### src/hw/rtl/mrfb_pkg.sv
// shared types and constants of the modbus request frame builder
package mrfb_pkg;

  // crc-16 (reflected) as used on modbus rtu links
  localparam logic [15:0] CRC_POLY = 16'hA001;
  localparam logic [15:0] CRC_INIT = 16'hFFFF;

  // fixed bytes of the write multiple registers frame
  localparam logic [7:0] MULTI_QTY_HI   = 8'h00;
  localparam logic [7:0] MULTI_QTY_LO   = 8'h02;
  localparam logic [7:0] MULTI_BYTE_CNT = 8'h04;

  // frame lengths in bytes, crc included
  localparam int unsigned MULTI_LEN = 13;
  localparam int unsigned SHORT_LEN = 8;

  localparam int unsigned IDX_W = 4;

  // configuration register indexes
  typedef enum logic [2:0] {
    REG_CODE_WRITE_SINGLE = 3'd0,
    REG_CODE_WRITE_MULTI  = 3'd1,
    REG_CODE_READ_FIRST   = 3'd2,
    REG_CODE_READ_SECOND  = 3'd3,
    REG_READ_QUANTITY     = 3'd4
  } cfg_reg_e;

  // frame layout chosen by the front end
  typedef enum logic [1:0] {
    KIND_SHORT = 2'd0,
    KIND_MULTI = 2'd1,
    KIND_ERR   = 2'd2
  } frame_kind_e;

  typedef struct packed {
    logic [7:0]  code_write_single;
    logic [7:0]  code_write_multi;
    logic [7:0]  code_read_first;
    logic [7:0]  code_read_second;
    logic [15:0] read_quantity;
  } cfg_t;

  // one classified request; short frames carry their payload in data[15:0]
  typedef struct packed {
    frame_kind_e kind;
    logic [7:0]  node_id;
    logic [7:0]  code;
    logic [15:0] reg_addr;
    logic [31:0] data;
  } desc_t;

endpackage

### src/hw/rtl/mrfb_cfg.sv
// apb register file holding the function codes and the read quantity
module mrfb_cfg
  import mrfb_pkg::*;
(
  input  logic        clk_i,
  input  logic        rst_ni,
  input  logic        psel,
  input  logic        penable,
  input  logic        pwrite,
  input  logic [4:0]  paddr,
  input  logic [31:0] pwdata,
  output logic [31:0] prdata,
  output logic        pready,
  output cfg_t        cfg_o
);

  cfg_t     cfg_q, cfg_d;
  cfg_reg_e reg_sel;
  logic     wr_en;

  assign pready  = 1'b1;
  assign reg_sel = cfg_reg_e'(paddr[4:2]);
  assign wr_en   = psel && penable && pwrite;

  always_comb begin
    cfg_d = cfg_q;
    if (wr_en) begin
      unique case (reg_sel)
        REG_CODE_WRITE_SINGLE: cfg_d.code_write_single = pwdata[7:0];
        REG_CODE_WRITE_MULTI:  cfg_d.code_write_multi  = pwdata[7:0];
        REG_CODE_READ_FIRST:   cfg_d.code_read_first   = pwdata[7:0];
        REG_CODE_READ_SECOND:  cfg_d.code_read_second  = pwdata[7:0];
        REG_READ_QUANTITY:     cfg_d.read_quantity     = pwdata[15:0];
        default:               cfg_d = cfg_q;
      endcase
    end
  end

  always_comb begin
    unique case (reg_sel)
      REG_CODE_WRITE_SINGLE: prdata = {24'd0, cfg_q.code_write_single};
      REG_CODE_WRITE_MULTI:  prdata = {24'd0, cfg_q.code_write_multi};
      REG_CODE_READ_FIRST:   prdata = {24'd0, cfg_q.code_read_first};
      REG_CODE_READ_SECOND:  prdata = {24'd0, cfg_q.code_read_second};
      REG_READ_QUANTITY:     prdata = {16'd0, cfg_q.read_quantity};
      default:               prdata = 32'd0;
    endcase
  end

  always_ff @(posedge clk_i or negedge rst_ni) begin
    if (!rst_ni) begin
      cfg_q.code_write_single <= 8'd6;
      cfg_q.code_write_multi  <= 8'd16;
      cfg_q.code_read_first   <= 8'd3;
      cfg_q.code_read_second  <= 8'd4;
      cfg_q.read_quantity     <= 16'd2;
    end else begin
      cfg_q <= cfg_d;
    end
  end

  assign cfg_o = cfg_q;

endmodule

### src/hw/rtl/mrfb_front.sv
// request intake: matches the function code and builds a frame descriptor
module mrfb_front
  import mrfb_pkg::*;
(
  input  cfg_t        cfg_i,
  input  logic        req_valid_i,
  output logic        req_ready_o,
  input  logic [7:0]  req_type_i,
  input  logic [7:0]  node_id_i,
  input  logic [15:0] reg_addr_i,
  input  logic [31:0] value_i,
  input  logic        q_full_i,
  output logic        q_push_o,
  output desc_t       q_desc_o
);

  assign req_ready_o = !q_full_i;
  assign q_push_o    = req_valid_i && !q_full_i;

  // priority: write-multi, then either read code, then write-single
  always_comb begin
    q_desc_o.node_id  = node_id_i;
    q_desc_o.code     = req_type_i;
    q_desc_o.reg_addr = reg_addr_i;
    if (req_type_i == cfg_i.code_write_multi) begin
      q_desc_o.kind = KIND_MULTI;
      q_desc_o.data = value_i;
    end else if (req_type_i == cfg_i.code_read_first ||
                 req_type_i == cfg_i.code_read_second) begin
      q_desc_o.kind = KIND_SHORT;
      q_desc_o.data = {16'd0, cfg_i.read_quantity};
    end else if (req_type_i == cfg_i.code_write_single) begin
      q_desc_o.kind = KIND_SHORT;
      q_desc_o.data = {16'd0, value_i[15:0]};
    end else begin
      q_desc_o.kind = KIND_ERR;
      q_desc_o.data = value_i;
    end
  end

endmodule

### src/hw/rtl/mrfb_fifo.sv
// small descriptor queue between intake and byte sequencer
module mrfb_fifo
  import mrfb_pkg::*;
#(
  parameter int unsigned DEPTH = 2
) (
  input  logic  clk_i,
  input  logic  rst_ni,
  input  logic  push_i,
  input  desc_t push_data_i,
  output logic  full_o,
  input  logic  pop_i,
  output logic  empty_o,
  output desc_t head_o
);

  localparam int unsigned PtrW = (DEPTH > 1) ? $clog2(DEPTH) : 1;
  localparam int unsigned CntW = $clog2(DEPTH + 1);

  desc_t            mem_q [DEPTH];
  logic [PtrW-1:0]  wr_ptr_q, wr_ptr_d;
  logic [PtrW-1:0]  rd_ptr_q, rd_ptr_d;
  logic [CntW-1:0]  count_q, count_d;
  logic             do_push, do_pop;

  assign full_o  = (count_q == CntW'(DEPTH));
  assign empty_o = (count_q == '0);
  assign do_push = push_i && !full_o;
  assign do_pop  = pop_i && !empty_o;
  assign head_o  = mem_q[rd_ptr_q];

  always_comb begin
    wr_ptr_d = wr_ptr_q;
    rd_ptr_d = rd_ptr_q;
    count_d  = count_q;
    if (do_push) begin
      wr_ptr_d = (wr_ptr_q == PtrW'(DEPTH - 1)) ? '0 : wr_ptr_q + 1'b1;
    end
    if (do_pop) begin
      rd_ptr_d = (rd_ptr_q == PtrW'(DEPTH - 1)) ? '0 : rd_ptr_q + 1'b1;
    end
    if (do_push && !do_pop) begin
      count_d = count_q + 1'b1;
    end else if (do_pop && !do_push) begin
      count_d = count_q - 1'b1;
    end
  end

  always_ff @(posedge clk_i or negedge rst_ni) begin
    if (!rst_ni) begin
      wr_ptr_q <= '0;
      rd_ptr_q <= '0;
      count_q  <= '0;
    end else begin
      wr_ptr_q <= wr_ptr_d;
      rd_ptr_q <= rd_ptr_d;
      count_q  <= count_d;
    end
  end

  always_ff @(posedge clk_i) begin
    if (do_push) begin
      mem_q[wr_ptr_q] <= push_data_i;
    end
  end

endmodule

### src/hw/rtl/mrfb_back.sv
// byte sequencer: walks the head descriptor, runs the crc, drives the output register
module mrfb_back
  import mrfb_pkg::*;
(
  input  logic       clk_i,
  input  logic       rst_ni,
  input  logic       q_empty_i,
  input  desc_t      q_head_i,
  output logic       q_pop_o,
  output logic       out_valid_o,
  input  logic       out_ready_i,
  output logic [7:0] out_byte_o,
  output logic       out_last_o,
  output logic       out_bad_o
);

  function automatic logic [15:0] crc_byte(input logic [15:0] crc_in,
                                           input logic [7:0]  data);
    logic [15:0] c;
    c = crc_in ^ {8'd0, data};
    for (int b = 0; b < 8; b++) begin
      c = c[0] ? ((c >> 1) ^ CRC_POLY) : (c >> 1);
    end
    return c;
  endfunction

  logic [IDX_W-1:0] idx_q, idx_d;
  logic [15:0]      crc_q, crc_d;
  logic             valid_q, valid_d;
  logic [7:0]       byte_q, byte_d;
  logic             last_q, last_d;
  logic             bad_q, bad_d;
  logic [IDX_W-1:0] body_len;
  logic [7:0]       body_byte;
  logic             fire;

  assign fire     = !q_empty_i && (!valid_q || out_ready_i);
  assign body_len = (q_head_i.kind == KIND_MULTI) ? IDX_W'(MULTI_LEN - 2)
                                                  : IDX_W'(SHORT_LEN - 2);

  // header and payload bytes by position
  always_comb begin
    case (idx_q)
      4'd0:    body_byte = q_head_i.node_id;
      4'd1:    body_byte = q_head_i.code;
      4'd2:    body_byte = q_head_i.reg_addr[15:8];
      4'd3:    body_byte = q_head_i.reg_addr[7:0];
      4'd4:    body_byte = (q_head_i.kind == KIND_MULTI) ? MULTI_QTY_HI
                                                         : q_head_i.data[15:8];
      4'd5:    body_byte = (q_head_i.kind == KIND_MULTI) ? MULTI_QTY_LO
                                                         : q_head_i.data[7:0];
      4'd6:    body_byte = MULTI_BYTE_CNT;
      4'd7:    body_byte = q_head_i.data[31:24];
      4'd8:    body_byte = q_head_i.data[23:16];
      4'd9:    body_byte = q_head_i.data[15:8];
      4'd10:   body_byte = q_head_i.data[7:0];
      default: body_byte = 8'd0;
    endcase
  end

  always_comb begin
    idx_d   = idx_q;
    crc_d   = crc_q;
    q_pop_o = 1'b0;
    byte_d  = byte_q;
    last_d  = last_q;
    bad_d   = bad_q;
    valid_d = valid_q && !out_ready_i;
    if (fire) begin
      valid_d = 1'b1;
      bad_d   = 1'b0;
      last_d  = 1'b0;
      if (q_head_i.kind == KIND_ERR) begin
        byte_d = 8'd0;
        last_d = 1'b1;
        bad_d  = 1'b1;
      end else if (idx_q < body_len) begin
        byte_d = body_byte;
        crc_d  = crc_byte(crc_q, body_byte);
      end else if (idx_q == body_len) begin
        byte_d = crc_q[15:8];
      end else begin
        byte_d = crc_q[7:0];
        last_d = 1'b1;
      end
      if (last_d) begin
        idx_d   = '0;
        crc_d   = CRC_INIT;
        q_pop_o = 1'b1;
      end else begin
        idx_d = idx_q + 1'b1;
      end
    end
  end

  always_ff @(posedge clk_i or negedge rst_ni) begin
    if (!rst_ni) begin
      idx_q   <= '0;
      crc_q   <= CRC_INIT;
      valid_q <= 1'b0;
    end else begin
      idx_q   <= idx_d;
      crc_q   <= crc_d;
      valid_q <= valid_d;
    end
  end

  always_ff @(posedge clk_i) begin
    byte_q <= byte_d;
    last_q <= last_d;
    bad_q  <= bad_d;
  end

  assign out_valid_o = valid_q;
  assign out_byte_o  = byte_q;
  assign out_last_o  = last_q;
  assign out_bad_o   = bad_q;

endmodule

### src/hw/rtl/modbus_request_frame_builder.sv
// top level of the modbus rtu request frame builder
//
//   channel   dir  handshake                 carries
//   s_axis    in   tvalid / tready           one request (code in tuser)
//   m_axis    out  tvalid / tready           one frame byte, tlast, error flag
//   apb       in   psel / penable / pready   function codes, read quantity
//
// a request becomes 13 bytes (write-multi), 8 bytes (read, write-single) or one
// error byte; with a ready sink bytes leave one per cycle, a request passing the queue, then the output register
// the crc of a body byte is folded in as that byte is registered
// requests queue up while a frame is sent; tready drops only when the queue is full
// a stalled sink holds the output register and, once the queue fills, the intake
// reset is asynchronous, active low, and loads codes 6, 16, 3, 4 and quantity 2
module modbus_request_frame_builder
  import mrfb_pkg::*;
#(
  parameter int unsigned FIFO_DEPTH = 2
) (
  input  logic        clk_i,
  input  logic        rst_ni,
  // configuration
  input  logic        psel,
  input  logic        penable,
  input  logic        pwrite,
  input  logic [4:0]  paddr,
  input  logic [31:0] pwdata,
  output logic [31:0] prdata,
  output logic        pready,
  // request stream
  input  logic        s_axis_tvalid,
  output logic        s_axis_tready,
  input  logic [55:0] s_axis_tdata,   // node_id[7:0], reg_addr[23:8], value[55:24]
  input  logic [7:0]  s_axis_tuser,   // req_type[7:0]
  // frame byte stream
  output logic        m_axis_tvalid,
  input  logic        m_axis_tready,
  output logic [7:0]  m_axis_tdata,   // frame_byte[7:0]
  output logic        m_axis_tlast,
  output logic        m_axis_tuser    // bad_code[0]
);

  cfg_t  cfg;
  desc_t push_desc;
  desc_t head_desc;
  logic  q_push, q_pop, q_full, q_empty;

  // register file; the user must change codes only while no request is in flight, the block does not enforce it
  mrfb_cfg u_cfg (
    .clk_i   (clk_i),
    .rst_ni  (rst_ni),
    .psel    (psel),
    .penable (penable),
    .pwrite  (pwrite),
    .paddr   (paddr),
    .pwdata  (pwdata),
    .prdata  (prdata),
    .pready  (pready),
    .cfg_o   (cfg)
  );

  // intake: layout is decided here so the sequencer only counts bytes
  mrfb_front u_front (
    .cfg_i       (cfg),
    .req_valid_i (s_axis_tvalid),
    .req_ready_o (s_axis_tready),
    .req_type_i  (s_axis_tuser),
    .node_id_i   (s_axis_tdata[7:0]),
    .reg_addr_i  (s_axis_tdata[23:8]),
    .value_i     (s_axis_tdata[55:24]),
    .q_full_i    (q_full),
    .q_push_o    (q_push),
    .q_desc_o    (push_desc)
  );

  // decouples intake from the byte sequencer
  mrfb_fifo #(
    .DEPTH (FIFO_DEPTH)
  ) u_fifo (
    .clk_i       (clk_i),
    .rst_ni      (rst_ni),
    .push_i      (q_push),
    .push_data_i (push_desc),
    .full_o      (q_full),
    .pop_i       (q_pop),
    .empty_o     (q_empty),
    .head_o      (head_desc)
  );

  // head descriptor leaves the queue with its last byte
  mrfb_back u_back (
    .clk_i       (clk_i),
    .rst_ni      (rst_ni),
    .q_empty_i   (q_empty),
    .q_head_i    (head_desc),
    .q_pop_o     (q_pop),
    .out_valid_o (m_axis_tvalid),
    .out_ready_i (m_axis_tready),
    .out_byte_o  (m_axis_tdata),
    .out_last_o  (m_axis_tlast),
    .out_bad_o   (m_axis_tuser)
  );

endmodule

### config.mk
export PLATFORM = sky130hd
export DESIGN_NAME = modbus_request_frame_builder
export DESIGN_NICKNAME = d
export VERILOG_FILES = /design/src/hw/rtl/mrfb_pkg.sv /design/src/hw/rtl/mrfb_cfg.sv /design/src/hw/rtl/mrfb_front.sv /design/src/hw/rtl/mrfb_fifo.sv /design/src/hw/rtl/mrfb_back.sv /design/src/hw/rtl/modbus_request_frame_builder.sv
export SDC_FILE = /design/constraint.sdc
export NUM_CORES = 1
export LEC_CHECK = 0
export ABC_AREA = 1
export BUFFER_PORTS_ARGS = -buffer_cell sky130_fd_sc_hd__buf_2
export CORE_UTILIZATION = 65
export CTS_BUF_LIST = sky130_fd_sc_hd__clkbuf_4
export DETAILED_ROUTE_END_ITERATION = 8
export GPL_TIMING_DRIVEN = 0
export HOLD_SLACK_MARGIN = 0.1
export PLACE_DENSITY = 0.95
export SLEW_MARGIN = 20
export SYNTH_ARGS = -nofsm -noshare
export SYNTH_HDL_FRONTEND = slang
export SYNTH_HIERARCHICAL = 1
export SYNTH_SLANG_ARGS = --single-unit
### constraint.sdc
create_clock -name clk_i -period 6.25 [get_ports clk_i]
set_input_delay 1.25 -clock clk_i [delete_from_list [all_inputs] [get_ports clk_i]]
set_output_delay 1.25 -clock clk_i [all_outputs]
set_load 0.01 [all_outputs]
Yosys cells after proc, flatten, opt, wreduce, memory -nomap -nowiden:

Memories as Yosys holds them, arrays and structs flattened.
Cells that the tools add are included.

* divide/modulo/power cells: 0
* order comparisons: 1
* multiplexer cells: 39
* $mul: 0
* shift operators: 0
* equal/unequal tests: 23
* $add $sub $neg: 5
* bitwise gates (word level): 9
* reduce and logical (&&, ||, !) cells: 28

Operators by type and width (number)
* 16-bit 2-to-1 mux: 11
* 32-bit 2-to-1 mux: 3
* 8-bit one-hot mux with 11 select lines: 1
* 16-bit one-hot mux with 5 select lines: 1
* 8-bit == test: 4
* 8-bit 2-to-1 mux: 4
* 2-bit inverter with 3-bit output: 8
* 4-bit by 3-bit == test with 1-bit output (second input constant): 4
* 16-bit by 8-bit bitwise XOR with 16-bit output: 1
* 4-bit == test (second input constant): 3
* 1-bit 2-to-1 mux: 12
* 2-bit 2-to-1 mux: 5
* 2-bit AND reduction: 5
* 1-bit logical AND: 9
* 4-bit by 2-bit == test with 1-bit output (second input constant): 2
* 4-bit 2-to-1 mux: 2
* 3-bit by 2-bit == test with 1-bit output (second input constant): 2
* 1-bit zero test: 6
* 4-bit by 1-bit adder with 4-bit output (second input constant): 1
* 2-bit == test (second input constant): 2
* 4-bit by 1-bit == test with 1-bit output (second input constant): 1
* 4-bit == test: 1
* 4-bit zero test: 1
* 4-bit < comparator: 1
* other kinds (12): 15

* bits in writable memories: 132
* word-level logic and storage cells: 120
* bits of input ports: 108
* bits in registers: 83
* output and inout bits: 45
* memories kept: 1
* memory bits (read-only): 0
* latch bits: 0

Memories
* u_fifo.mem_q: depth 2, width 66, rd ports 1, clocked after memory_dff 0, write ports 1, line mrfb_fifo.sv:20 `desc_t mem_q [DEPTH];`

Logic depth before layout (Yosys ltp):

An unclocked memory read counts as a cell.

* depth after elaboration: 24
* mapped depth: 25
* depth with buffers taken out: 23

By module:

The synthesis kept the hierarchy.

Modules (own cells, without submodules)
* mrfb_fifo: area each 5047.3 µm², cells an instance 377, times used 1, sequential area each 4063.9 µm²
* mrfb_back: area each 2906.5 µm², cells an instance 443, times used 1, sequential area each 845.8 µm²
* mrfb_cfg: area each 2588.7 µm², cells an instance 329, times used 1, sequential area each 1209.9 µm²
* mrfb_front: area each 1565.3 µm², cells an instance 336, times used 1, sequential area each 0.0 µm²

Least setup slack after synthesis:

OpenSTA, ideal clock, no wires.

* path kind: input to register
* start point: in s_axis_tvalid
* end point: mem u_fifo/mem_q[1][0] in the netlist's numbering (enable)
* library setup time: 0.490 ns
* stages on the path: 4
* path buffers: 0
* data required time: 5.760 ns
* data arrival time: 4.253 ns
* slack: 1.507 ns
* cells stage by stage: inv_1 nor2_1 o21ai_0 nor2_1

* cells in the longest elaborated chain, start to end: 4

Ends and longest elaborated chain
* from (decl): line modbus_request_frame_builder.sv:30 `input logic s_axis_tvalid,`
* 1-bit logical AND: line mrfb_front.sv:18 `assign q_push_o = req_valid_i && !q_full_i;`
* named net q_push: line modbus_request_frame_builder.sv:45 `logic q_push, q_pop, q_full, q_empty;`
* 1-bit logical AND: line mrfb_fifo.sv:28 `assign do_push = push_i && !full_o;`
* 1-bit 2-to-1 mux: line mrfb_fifo.sv:62 `if (do_push) begin`
* 1-bit 2-to-1 mux (not written as such): line mrfb_fifo.sv:63 `mem_q[wr_ptr_q] <= push_data_i;`
* to (decl): line mrfb_fifo.sv:20

The timed path passes the listed nets, and every way through them passes these cells.

==> results.ini <==
[clocking]
clock-sinks = 215
postCtsSetupBuffers = 0
clockBufferDepth = 3
cts.clk_slew.worst_paths_ns = 0.06
clk_latency_ns = 0.71
htreeDepth = 2
postCtsHoldBufs = 0
post_cts_resized = 0
numCtsBuffers = 55
cts_tree = yes
root_buffer = clkbuf_4

[detailed_routing]
vias = 10782
drt_pre_antenna_iters = 8
dr_wl_met3_um = 3120
wl_met2_um = 15600
routed_wl_um = 31700
met1Wirelength_um = 11400
drt_iter0_markers = 1209
ant_nets = 0
wl_per_cell_um = 16.5
routed.top_layer = met4
avgViaCountPerCell = 5.60
post-route-drc-count = 14

[floorplanning]
initial_core_util_pct = 66.9
dieArea_mm2 = 0.0192
die_height_um = 138
io_pins = 153
core_mm2 = 0.0181
num_rows = 49
die_w_um = 138

[global_routing]
antenna_found_initial = 1
track_usage_pct = 33.5
grt_max_degree = 53
grt_pass1_vias = 10646
grt_first_pass_wirelength_um = 50500
grt_overflow = 0

[setup_path]
slowest_stage = nor2_1
worstPathMaxFanout = 10
required_ns = 6.83
cp_num_buf_inv = 9
critPathKind = reg2reg
start_kind = register
crit_path_end_kind = register
crit_path_cell_trace = buf_4 > inv_2 > buf_2 > nand2_1 > nand2_1 > inv_1 > nand2_1 > buf_2 > inv_1 > ha_1 > nand2_1 > inv_1 > nand3_1 > a21oi_1 > nor2_1 > nor2_1 > inv_1 > o22ai_1 > inv_1
reg2reg_depth = 19
slowest_delay_ns = 0.55
arrival_ns = 4.70
crit_top_cell = inv_1
crit_family = simple AND/OR/NAND/NOR gates
crit_cells = 19

[run_status]
violations = design-rule violations
status = finished, violations left

[placed_design]
numPlacedInstances = 1824
io_buffers = 91
finalWeightedCongestion = 0.986
hpwlAfterDp_um = 22600

[job]
cap_viol_max_count = 0

[synthesis]
async_reset_ff_share_pct = 34.0
synth_top_area_share_pct = 35.2
synthTopCellsByArea = edfxtp_1, nand2_1, dfrtp_1
yosys_warnings = 6
synth.distinct_cells = 41
syn_avg_cell_area_um2 = 8.15
yosys_register_bits = 215
synth_edf_count = 142
syn_area_mm2 = 0.0121
synth_cells = 1485
yosysSeqAreaShare_pct = 50.5
yosysTopAreaCell = edfxtp_1
yosys_most_used_dff = edfxtp_1

[sta]
clock_skew_ns = 0.0710
fin_crit_sh_pct = 65.9
finalHoldViolCount = 0
finalSetupViolations = 0
whs_ns = 0.497
slew_headroom_pct = 46.9
period_minus_slack_ns = 4.12
rsz0062_at_grt = false
max_freq_mhz = 243
timing.final.max_slew_violations = 0
tightest_slew_ns = 0.796

[finish]
nets = 1768
layout_common_cells = nand2_1, edfxtp_1, inv_1, buf_2, nor2_1
syn_to_final_growth_pct = 13.2
stdcell_count = 1925
layout-drive-gt1-share_pct = 22.0
fillers = 1254
final_util_pct = 75.8
layout_commonest_cell = nand2_1

[power_and_ir_drop]
powerDensity_mw_per_mm2 = 442
finalPower_uw = 6050
p_leak_uw = 0.00687
ir_drop_uv = 235

[min_path]
min_path_cells = 2
hold_class = reg2reg

registers in the layout (all words and copies together) (netlist names):
signal and flops:
u_back/out_last_o 1, u_fifo/rd_ptr_q 1, u_back/out_byte_o 8, u_cfg/cfg_o 48, u_fifo/count_q 2, u_back/idx_q 4
u_fifo/mem_q 132, u_back/out_bad_o 1, u_back/out_valid_o 1, u_fifo/wr_ptr_q 1, u_back/crc_q 16
synth_stat cells (all sizes together) (5+ instances only):
cell      n
nand2   583
inv     153
edfxtp  142
nor2    136
nand3   116
buf      99
o21ai    71
dfrtp    50
nand4    45
dfstp    23
a21oi     8
ha        8
xnor2     7
o21bai    6
a22oi     5
o22ai     5
cell families (layout without fill, tap and decap cells):
family	Yosys count	in the layout	synth area share (%)
flops	215	215	50.5
fa+ha+maj	8	8	0.827
other cells	2	18	0.0620
compound gates	102	102	4.73
buf+inv	260	455	11.3
simple gates	886	886	31.7
xor+xnor	11	11	0.796
mux	1	1	0.0930
layer usage:
layer | vias to the layer above | track usage, %
met1 | 4844 | 39.2
met3 | 124 | 6.79
li1 | 5087 | -
met5 | - | 0
met4 | 0 | 20.3
met2 | 727 | 57.3
path summary, 6_finish.rpt:
check                      slack (ns)                to             from
min                              0.50    u_cfg/cfg_o[1]   u_cfg/cfg_o[1]
max in group asynchronous        5.13   u_cfg/cfg_o[25]           rst_ni
max reg2reg                      2.13  u_back/crc_q[13]  u_fifo/rd_ptr_q
max                              2.13  u_back/crc_q[13]  u_fifo/rd_ptr_q
min reg2reg                      0.50    u_cfg/cfg_o[1]   u_cfg/cfg_o[1]
min in group asynchronous        0.53   u_fifo/wr_ptr_q           rst_ni
per-stage QoR:
step	setup slack (ns)	cell area, um2	TNS (ns)
after global routing	1.90	13700	0
after floorplan	1.51	12200	0
after detailed placement	2.33	13000	0
after CTS	2.29	13700	0
after global placement	-0.0325	12900	-1.61
final	2.13	13700	0
cell type report:
class / instances / area [um2] / area share [%]
antenna: 1 / 2.50 / 0.0183
buffer: 103 / 776 / 5.66
clock buffer: 79 / 593 / 4.33
clock inverter: 21 / 92.6 / 0.676
inverter: 157 / 593 / 4.33
multi-input combinational: 1025 / 4690 / 34.2
sequential: 215 / 6120 / 44.7
tap: 229 / 287 / 2.09
timing repair buffer: 95 / 553 / 4.04
worst min-delay path, cell delays in order (launching register included):
cell and delay [ns]:
dfstp_2 0.38, o21ai_0 0.07, nand2_1 0.05
power by group:
part	internal, uW	switching [uW]	leakage (uW)	total, uW
registers	2000	181	0.00217	2180
logic	847	1870	0.00429	2710
clock network	584	577	0.000407	1160
(Power assumes the default switching activity.)
